<file path="config.mk">
export PLATFORM = sky130hd
export DESIGN_NAME = sot_ctrl
export DESIGN_NICKNAME = d
export VERILOG_FILES = /design/src/rtl/sot_pkg.sv /design/src/rtl/sot_ctrl.sv
export VERILOG_INCLUDE_DIRS = /design/src /design/src/rtl
export SDC_FILE = /design/constraint.sdc
export NUM_CORES = 1
export LEC_CHECK = 0
export BUFFER_PORTS_ARGS = -buffer_cell sky130_fd_sc_hd__buf_2
export CORE_AREA = 2 2 39 41
export CTS_BUF_LIST = sky130_fd_sc_hd__clkbuf_4 sky130_fd_sc_hd__clkbuf_8
export DETAILED_ROUTE_END_ITERATION = 12
export DIE_AREA = 0 0 41 43
export SYNTH_ARGS = -nofsm -noshare
export SYNTH_HDL_FRONTEND = slang
export SYNTH_SLANG_ARGS = --single-unit
</file>
<file path="constraint.sdc">
create_clock -name clk -period 1.14 [get_ports clk]
set_input_delay 0.114 -clock clk [delete_from_list [all_inputs] [get_ports clk]]
set_output_delay 0.114 -clock clk [all_outputs]
set_load 0.01 [all_outputs]
</file>
<file path="src/rtl/sphere_overlap_insert_table_core_macros.svh">
// Assertion helpers shared by the sphere table modules.
// Each macro expects signals named clk and rst_n in the module that uses it.
`ifndef SPHERE_OVERLAP_INSERT_TABLE_CORE_MACROS_SVH
`define SPHERE_OVERLAP_INSERT_TABLE_CORE_MACROS_SVH

// The condition must hold in the same cycle as the trigger.
`define SOT_ASSERT_SAME(label, pre, post) \
    label: assert property (@(posedge clk) disable iff (!rst_n) (pre) |-> (post)) \
        else $error("sphere table assertion violated");

// The condition must hold in the cycle after the trigger.
`define SOT_ASSERT_NEXT(label, pre, post) \
    label: assert property (@(posedge clk) disable iff (!rst_n) (pre) |=> (post)) \
        else $error("sphere table assertion violated");

`endif

</file>
<file path="src/rtl/sot_pkg.sv">
`timescale 1ns / 1ps

package sot_pkg;

    localparam int TABLE_DEPTH     = 256;
    localparam int COORD_WIDTH     = 20;
    localparam int RADIUS_WIDTH    = COORD_WIDTH - 1;
    localparam int ADDR_WIDTH      = $clog2(TABLE_DEPTH);
    localparam int COUNT_WIDTH     = $clog2(TABLE_DEPTH + 1);
    localparam int OUT_COUNT_WIDTH = 9;
    localparam int SQ_WIDTH        = 2 * COORD_WIDTH;
    localparam int SUM_WIDTH       = SQ_WIDTH + 2;

    localparam int IN_FIELD_WIDTH  = 3 * COORD_WIDTH + RADIUS_WIDTH;
    localparam int IN_TDATA_WIDTH  = ((IN_FIELD_WIDTH + 7) / 8) * 8;
    localparam int OUT_FIELD_WIDTH = 3 + OUT_COUNT_WIDTH;
    localparam int OUT_TDATA_WIDTH = ((OUT_FIELD_WIDTH + 7) / 8) * 8;

    typedef logic [1:0] kind_t;

    localparam kind_t KIND_CHECK_INSERT = 2'd0;
    localparam kind_t KIND_INSERT       = 2'd1;
    localparam kind_t KIND_CHECK_ONLY   = 2'd2;
    localparam kind_t KIND_CLEAR        = 2'd3;

    typedef struct packed {
        logic load;
        logic scan_step;
        logic commit;
    } sot_cmd_t;

    typedef struct packed {
        logic needs_scan;
        logic scan_last;
        logic pipe_empty;
        logic out_free;
    } sot_status_t;

    typedef struct packed {
        logic [RADIUS_WIDTH-1:0] r;
        logic [COORD_WIDTH-1:0]  z;
        logic [COORD_WIDTH-1:0]  y;
        logic [COORD_WIDTH-1:0]  x;
    } sphere_t;

endpackage

</file>
<file path="src/rtl/sot_ctrl.sv">
`timescale 1ns / 1ps
`include "sphere_overlap_insert_table_core_macros.svh"

module sot_ctrl
    import sot_pkg::*;
(
    input  logic        clk,
    input  logic        rst_n,
    input  logic        s_tvalid,
    output logic        s_tready,
    input  sot_status_t status,
    output sot_cmd_t    cmd
);

    localparam logic [2:0] S_IDLE   = 3'd0;
    localparam logic [2:0] S_SETUP  = 3'd1;
    localparam logic [2:0] S_SCAN   = 3'd2;
    localparam logic [2:0] S_DRAIN  = 3'd3;
    localparam logic [2:0] S_COMMIT = 3'd4;

    logic [2:0] state_reg;
    logic [2:0] state_next;

    assign s_tready      = state_reg == S_IDLE;
    assign cmd.load      = s_tvalid && s_tready;
    assign cmd.scan_step = state_reg == S_SCAN;
    assign cmd.commit    = (state_reg == S_COMMIT) && status.out_free;

    always_comb
    begin
        state_next = state_reg;
        case (state_reg)
            S_IDLE:
            begin
                if (cmd.load)
                begin
                    state_next = S_SETUP;
                end
            end
            S_SETUP:
            begin
                state_next = status.needs_scan ? S_SCAN : S_COMMIT;
            end
            S_SCAN:
            begin
                if (status.scan_last)
                begin
                    state_next = S_DRAIN;
                end
            end
            S_DRAIN:
            begin
                if (status.pipe_empty)
                begin
                    state_next = S_COMMIT;
                end
            end
            S_COMMIT:
            begin
                if (status.out_free)
                begin
                    state_next = S_IDLE;
                end
            end
            default:
            begin
                state_next = S_IDLE;
            end
        endcase
    end

    always_ff @(posedge clk or negedge rst_n)
    begin
        if (!rst_n)
        begin
            state_reg <= S_IDLE;
        end
        else
        begin
            state_reg <= state_next;
        end
    end

    `SOT_ASSERT_NEXT(a_scan_to_drain, (state_reg == S_SCAN) && status.scan_last,
                     state_reg == S_DRAIN)
    `SOT_ASSERT_NEXT(a_commit_to_idle, cmd.commit, state_reg == S_IDLE)

endmodule

</file>
# After elaboration in Yosys (flattened, before gate mapping)
# Cells that the tools add are included.
op_classes:
  reduce_logical: 4
  eq_ne: 8
  n_mux: 6
ops:
  columns: ["operator", "n"]
  rows:
  - ["$mux W3", 5]
  - ["$pmux W3 S5", 1]
  - ["$eq A3 B2 Y1 const B", 2]
  - ["$ne A2 B2 Y1 const B", 3]
  - ["$reduce_and A4 Y1", 1]
  - ["$eq A3 B1 Y1 const B", 1]
  - ["$eq A3 B3 Y1 const B", 1]
  - ["$logic_not A3 Y1", 1]
  - ["$logic_and A1 B1 Y1", 2]
  - ["$ne A2 B1 Y1 const B", 1]
word_totals:
  register_bits: 3
  word_cells: 19
  in_bits: 7

# Logic depth before layout (Yosys ltp)
# Gate-level depths: netlist of run 1.
logic_depth:
  word_depth: 4
  mapped_depth: 3
  ltp_nobuf: 2

# Least setup slack after synthesis of run 1
# OpenSTA, ideal clock, no wires.
synth_path:
  path_kind: "register to register"
  from: "reg state_reg[1]"
  to: "reg state_reg[2]"
  setup_ns: 0.110
  setup_slack_ns: -0.010
  arrival_time_ns: 1.040
  path_stages_with_launch: 4
  period_less_slack_ns: 1.150
  required_ns: 1.030
  n_path_buf: 1
  path_cell_list: "dfrtp_1 buf_6 or4b_1 o41ai_1"
synth_via:
  elab_chain_len: 4
synth_lines:
  columns: ["item", "line_no", "text"]
  rows:
  - ["from (decl)", "sot_ctrl.sv:21", "logic [2:0] state_reg;"]
  - ["from (signal assigned)", "sot_ctrl.sv:80", "state_reg <= state_next;"]
  - ["$logic_not A3 Y1", "sot_ctrl.sv:24, sot_ctrl.sv:32", null]
  - ["$logic_and A1 B1 Y1", "sot_ctrl.sv:25", "assign cmd.load = s_tvalid && s_tready;"]
  - ["$ne A2 B1 Y1 (no line)", null, null]
  - ["$reduce_and A4 Y1 (no line)", null, null]
# Parallel ways exist; a longest one is shown, timed or not.
# A chain may end at the register's enable or synchronous reset.

# Worst setup path after layout of run 1
# Ends and elaborated chain as after synthesis.

==> results of run 1 <==
-- power by group --
part	switching, mW	leakage, nW	internal (mW)
clock network	0.0686	0.0184	0.156
registers	0.103	0.0347	0.165
logic	0.224	0.130	0.322
total	0.396	0.183	0.643
-- cells by family (layout without fill, tap and decap cells) --
group / Yosys count / count (layout) / share of synthesized area
buffers and inverters: 4 / 23 / 0.114
flip-flops: 3 / 3 / 0.361
AO/OA/AOI/OAI: 4 / 4 / 0.163
AND/OR/NAND/NOR: 10 / 10 / 0.361
-- metrics by stage --
step                      setup TNS [ps]  cell area [um^2]  setup WS (ps)  power [mW]
final                               -595               387           -138        1.04
after global routing                -874               387           -218        1.11
after CTS                           -610               355           -141       0.944
after detailed placement           -3.55               269          -3.55       0.569
after global placement                 0               269           32.9       0.555
after floorplan                        0               214           6.84       0.488
-- final cells by class --
class                      count  share of cell area
clock buffer                   4              0.0777
inverter                       2              0.0259
multi-input combinational     14               0.343
sequential                     3               0.204
tap                           16              0.0518
timing repair buffer          17               0.298
-- routing by layer --
metal	wire, um	vias up	global-route usage
met5	0	-	0
met4	27	0	0.140
met3	33	3	0.0471
met2	382	10	0.106
met1	275	115	0.110
li1	-	113	-
-- layout by cell type, fill, tap and decap left out --
cell           netlist  routed
buf_4                0       5
dfrtp_2              0       3
nand3b_1             1       1
or4b_1               1       1
inv_2                1       1
buf_2                1       9
a21oi_2              0       1
clkbuf_4             0       4
nor4b_2              1       1
nor3_1               1       1
or2_0                1       1
nand2_1              1       1
and3_4               0       1
a41o_1               1       1
buf_6                1       2
nor2b_1              2       2
nor4b_4              0       1
o41ai_1              1       1
a21bo_1              1       1
dlygate4sd3_1        0       1
inv_4                0       1
-- timing repair --
| item | 4_1_cts | 5_1_grt |
|---|---|---|
| gates resized for setup | 6 | 5 |
| setup endpoints to repair | 5 | 6 |
| setup buffers | 4 | 1 |
| pin swaps | 1 | 2 |
| hold endpoints to repair | 3 | 0 |
| hold buffers | 1 | 0 |
-- critical path, cell delays in order (launching register included) --
cell and delay, ps:
dfrtp_2 450, buf_4 170, or4b_1 460, o41ai_1 80
-- worst max path at each step --
stage	startpoint	endpoint	slack, ps	cells after the start
final	state_reg[1]	state_reg[2]	-140	3
after global routing	state_reg[0]	cmd[0]	-220	2
after CTS	state_reg[2]	cmd[0]	-140	3
after detailed placement	state_reg[1]	state_reg[2]	-4	2
after global placement	state_reg[1]	state_reg[2]	30	2
after floorplan	state_reg[0]	state_reg[2]	7	3
==> results.md, run 1 <==
* Post-synth top area share at 0.361
* Clock transition at path regs at 40 ps
* Crit-path max FO at 6
* R2R Setup Slk at -140 ps
* Mapped Area at approximately 210 um^2
* Area of the multi-input gates at between 100 and 150 um^2
* Crit start category: register
* Netlist cell types at 18
* Root buffer cell: clkbuf_4
* GR Util All Layers at 0.0986
* First-pass GRT wire length at 1010 um
* Ant diodes at 0
* RSZ-0062 raised after global routing: yes
* Worst path arrival time at 1400 ps
* Mapped Nets at 28
* Crit path capture type: register
* Crit path kind: register to register
* Sink Count at 3
* Synth Register Bits at 3
* Cells after DPL at 46
* Hold Path Sink: state_reg[2]
* Final Non-Filler Cells at 56
* Grt total ovfl at 0
* Async SR Flop Fraction at 1.00
* Via-per-instance ratio at 4.30
* Cts bufs inserted at 3
* Fin crit share at 1.12
* Slew Viols, Final at 0
* CTS max path bufs at 2
* Post-synth EDFFs at 0
* Max-Cap Viols at 0
* Worst Tran Pin Value at 280 ps
* Vias in the first global route at 239
* RR Endpoint: state_reg[2]
* Core box area at 1380 um^2
* DRT antenna net count at 0
* Post-detail-place hpwl at ~400 um
* Post-synth top cells: dfrtp_1, nor2b_1
* Max VDD drop at 0.614 mV
* Leak Pwr at 0.183 nW
* Top post-synthesis cells by area: dfrtp_1, nor4b_2, nor2b_1, buf_6, a21bo_1
* Outcome: finished, violations left
* Cell count after synthesis at 21
* RePlAce Congestion at about 0.8
* Post-synthesis sequential area ratio at 0.361
* Hold Path Depth at 3
* Wire per inst at 12.8 um
* Die Area at 1760 um^2
* Layout area overhead at 86.1%
* Register Area at about 80 um^2
* Pin count of the biggest net entering global routing at 7
* Final Util at 0.279
* Clock Latency Late Sink at 240 ps
* Setup WS post-layout at -138 ps
* Syn. warnings at 0
* Most frequent cell after synthesis: dfrtp_1
* IO Pins at 11
* Max FFs per register at 3
* PortBufs at 10
* Die height at 43 um
* Worst EP required at around 1300 ps
* Minimum clock period at 1280 ps
* Number of detailed-route iterations in the first pass at 1
* Power Density at 2690 nW/um^2
* Max-slew headroom at 0.811
* DRC Markers at 0
* Final WL at 718 um
* FP Rows at 14
* Initial antenna violation count at 0
* Fin. Hold Viols at 0
* Ys flop type: dfrtp_1
* Filler Cell Count at 164
* Failing checks: setup timing
* Hold Startpoint: status[0]
* Vias at 241
* R2R depth at 3
* Worst Skew at 0.652 ps
* Final hold slack at 164 ps
* Maximum clock frequency at 0.782 GHz
* Largest area contributor in the netlist: dfrtp_1
* Worst r2r src: state_reg[1]
* Fraction of layout cells with a size suffix above 1 at 0.725
* Die Span X at 41 um
* First DRT Iteration DRCs at 0
* Nets at 48
* H-Tree Level Count at 1
* Worst hold path class: input port to register
* CTS tree: yes
* Synth Area per Inst at 9.89 um^2
* Initial core utilization at 0.150
* Finish-stage setup viols at 5
Note: power is estimated with default switching activity, not from simulation.
==> run 2: changes to the inputs <==
ABC_AREA = 1   (was not set)
==> run 2 against run 1 <==
  * Sequential power decreased by 5%
  * Setup slack improved by 89 ps
  * Non-clock buffer count decreased by 3
  * Die area unchanged
  * Fmax increased by 7.5%
  * Count of clock-buffer cells in the layout unchanged
  * The flow still finishes with violations (setup timing)
  * Clock skew increased by 0.86 ps
  * Highest routed layer unchanged
  * Hold slack got worse by 3.8 ps
  * Synthesized cell count increased by 76%
  * Combinational power decreased by 3%
  * Global-route usage decreased by 2.0 points
==> results.md, run 2 <==
* Crit path capture type: primary output
* Most frequent cell after synthesis: nand2_1
* Finish-stage setup viols at 4 (-1)
* Nets at 63 (+31%)
* Post-synthesis sequential area ratio at 0.341 (-0.0205)
* Crit path buf inv count at 1 (unchanged)
* Max-Cap Viols at 0 (unchanged)
* Ant diodes at 0 (unchanged)
* Hold Startpoint: status[1]
* Post-synth EDFFs at 0 (unchanged)
* Setup TNS at -119 ps (+476 ps)
* Async SR Flop Fraction at 1.00 (unchanged)
* Max-slew headroom at 0.860 (+0.0497)
* Design area at 375 um^2 (-2.9%)
* Failing checks: setup timing
* H-Tree Level Count at 1 (unchanged)
* Minimum clock period at 1190 ps (-89.3 ps)
* Initial antenna violation count at 0 (unchanged)
* Grt total ovfl at 0 (unchanged)
* Worst Skew at 1.51 ps (+0.859 ps)
* Max VDD drop at 0.615 mV (+0.14%)
* WP depth at 4 (+1)
* Crit-path max FO at 4 (-2)
* Top post-synthesis cells by area: dfrtp_1, nand2_1, inv_1, nand3_1, nor2_2
* Die height at 43 um (unchanged)
* Initial core utilization at 0.159 (+0.00904)
* Leak Pwr at 0.229 nW (+25%)
* Commonest non-fill, non-tap cell in the layout: nand2_1
* Vias at 270 (+12%)
* CTS max path bufs at 2 (unchanged)
* R2R depth at 7 (+4)
* Wire per inst at 7.72 um (-40%)
* Worst EP required at 1030 ps (-230 ps)
* DRC Markers at 0 (unchanged)
* IO Pins at 11 (unchanged)
* First-pass GRT wire length at 883 um (-12%)
* Cell count after synthesis at 37 (+76%)
* FP Rows at 14 (unchanged)
* Clock transition at path regs at 40 ps (about the same)
* Placed cell areas at 290 um^2 (+7.9%)
* Number of detailed-route iterations in the first pass at 2 (+1)
* Worst path arrival time at 1070 ps (-330 ps)
* Filler Cell Count at 173 (+5.5%)
* Setup WS post-layout at -49.0 ps (+89.3 ps)
* Post-synth top cells: nand2_1, inv_1, dfrtp_1, nand3_1, nor2_1
* Fin. Hold Viols at 0 (unchanged)
* Die Span X at 41 um (unchanged)
* Final Util at 0.271 (-0.00814)
* Crit path kind: register to primary output
* Max FFs per register at 3 (unchanged)
* Core box area at 1380 um^2 (unchanged)
* Fraction of layout cells with a size suffix above 1 at 0.491 (-0.234)
* Slew Viols, Final at 0 (unchanged)
* Synth Register Bits at 3 (unchanged)
* Cts bufs inserted at 3 (unchanged)
* CTS tree: yes
* Final WL at 548 um (-24%)
* RePlAce Congestion at 0.715 (-13%)
* Vias in the first global route at 251 (+5.0%)
* Synth Area per Inst at 5.95 um^2 (-40%)
* Overall power at 999 uW (-3.9%)
* Commonest cells after routing, fill and taps aside: nand2_1, buf_2, inv_1
* First DRT Iteration DRCs at 3 (+3)
* Worst Tran Pin Value at 208 ps (-72.2 ps)
* Worst hold path class: input port to register
* Fin crit share at 1.04 (-0.0784)
* Pin count of the biggest net entering global routing at 7 (unchanged)
* Post-synth top area share at 0.341 (-0.0205)
* PortBufs at 10 (unchanged)
* Clock Latency Late Sink at 230 ps (about the same)
* Ys flop type: dfrtp_1
* Slowest cell on crit path: dfrtp_2
* Max stage delay on crit path at 430 ps (-30 ps)
* CP delay by family, top: flip-flops
* Syn. warnings at 0 (unchanged)
* Outcome: finished, violations left
* Worst r2r src: state_reg[2]
* Root buffer cell: clkbuf_4
* Largest area contributor in the netlist: dfrtp_1
* GR Util All Layers at 0.0785 (-0.0200)
* RSZ-0062 raised after global routing: yes
* Maximum clock frequency at 0.841 GHz (+7.5%)
* DRT antenna net count at 0 (unchanged)
* Crit start category: register
* Post-detail-place hpwl at 389 um (-3.5%)
* Mapped Area at 220 um^2 (+6.0%)
* Beginning of the critical path: state_reg[2]
* Layout area overhead at 70.5%
* Die Area at 1760 um^2 (unchanged)
* Power Density at 2660 nW/um^2 (-0.97%)
* Pre-CTS WS at 55.3 ps (+58.9 ps)
* Cell chain of the critical path: nor2_4 -> nand2_2 -> nor2_1 -> buf_2
* Netlist cell types at 9 (-9)
* Hold Path Depth at 4 (+1)
* Via-per-instance ratio at 3.80 (-12%)
* Sink Count at 3 (unchanged)
* Mapped Nets at 44 (+57%)
-- run 2: path summary, 6_finish.rpt --
path                       slack (ps)      endpoint
min                               160  state_reg[0]
min in group asynchronous         210  state_reg[1]
max                               -50        cmd[2]
max in group asynchronous         820  state_reg[0]
max reg2reg                        20  state_reg[1]
min reg2reg                       590  state_reg[2]
-- run 2: cell type report --
type / instances / area, um^2 / share of cell area
sequential: 3 / 78.8 / 0.210
clock buffer: 4 / 30.0 / 0.0800
tap: 16 / 20.0 / 0.0533
timing repair buffer: 14 / 82.6 / 0.220
inverter: 10 / 37.5 / 0.100
multi-input combinational: 24 / 126 / 0.337
-- run 2: through the flow --
step | hold WS [ps] | instances
after CTS | 138 | 71
final | 160 | 71
after detailed placement | -88.9 | 63
after global routing | 185 | 71
after global placement | -90.2 | 63
after floorplan | -182 | 37
-- run 2: worst register-to-register path: stages (launching register included) --
cell and delay (ps):
dfrtp_2 430, nor2_4 150, buf_4 140, nand3_1 70, nand2_2 90, nor2_2 50, nand2_1 50, nand2_1 40
-- run 2: metal layers --
| metal | up-vias | GRT usage | routed length [um] |
|---|---|---|---|
| met5 | - | 0 | 0 |
| met4 | 0 | 0.100 | 19 |
| met3 | 2 | 0.0157 | 14 |
| met2 | 6 | 0.113 | 293 |
| met1 | 117 | 0.0779 | 221 |
| li1 | 145 | - | - |
-- run 2: what timing repair did --
action                                  CTS  global route
resized for setup                         5             4
pin swaps                                 2             4
hold buffers                              1             0
buffers inserted                          3             0
endpoints found under the setup margin    4             7
hold endpoints to repair                  3             0
-- run 2: logic make-up after synthesis --
kind of cell           after synthesis  share of synthesized area
DFF                                  3                      0.341
AOI/OAI and AO/OA                    1                     0.0341
buffers and inverters               10                      0.170
and+or+nand+nor                     23                      0.455
-- run 2: report_power, final --
| part | internal (mW) | leakage (nW) | switching, mW |
|---|---|---|---|
| sequential | 0.168 | 0.0345 | 0.0870 |
| clock | 0.155 | 0.0184 | 0.0568 |
| combinational | 0.248 | 0.176 | 0.284 |
| total | 0.571 | 0.229 | 0.428 |
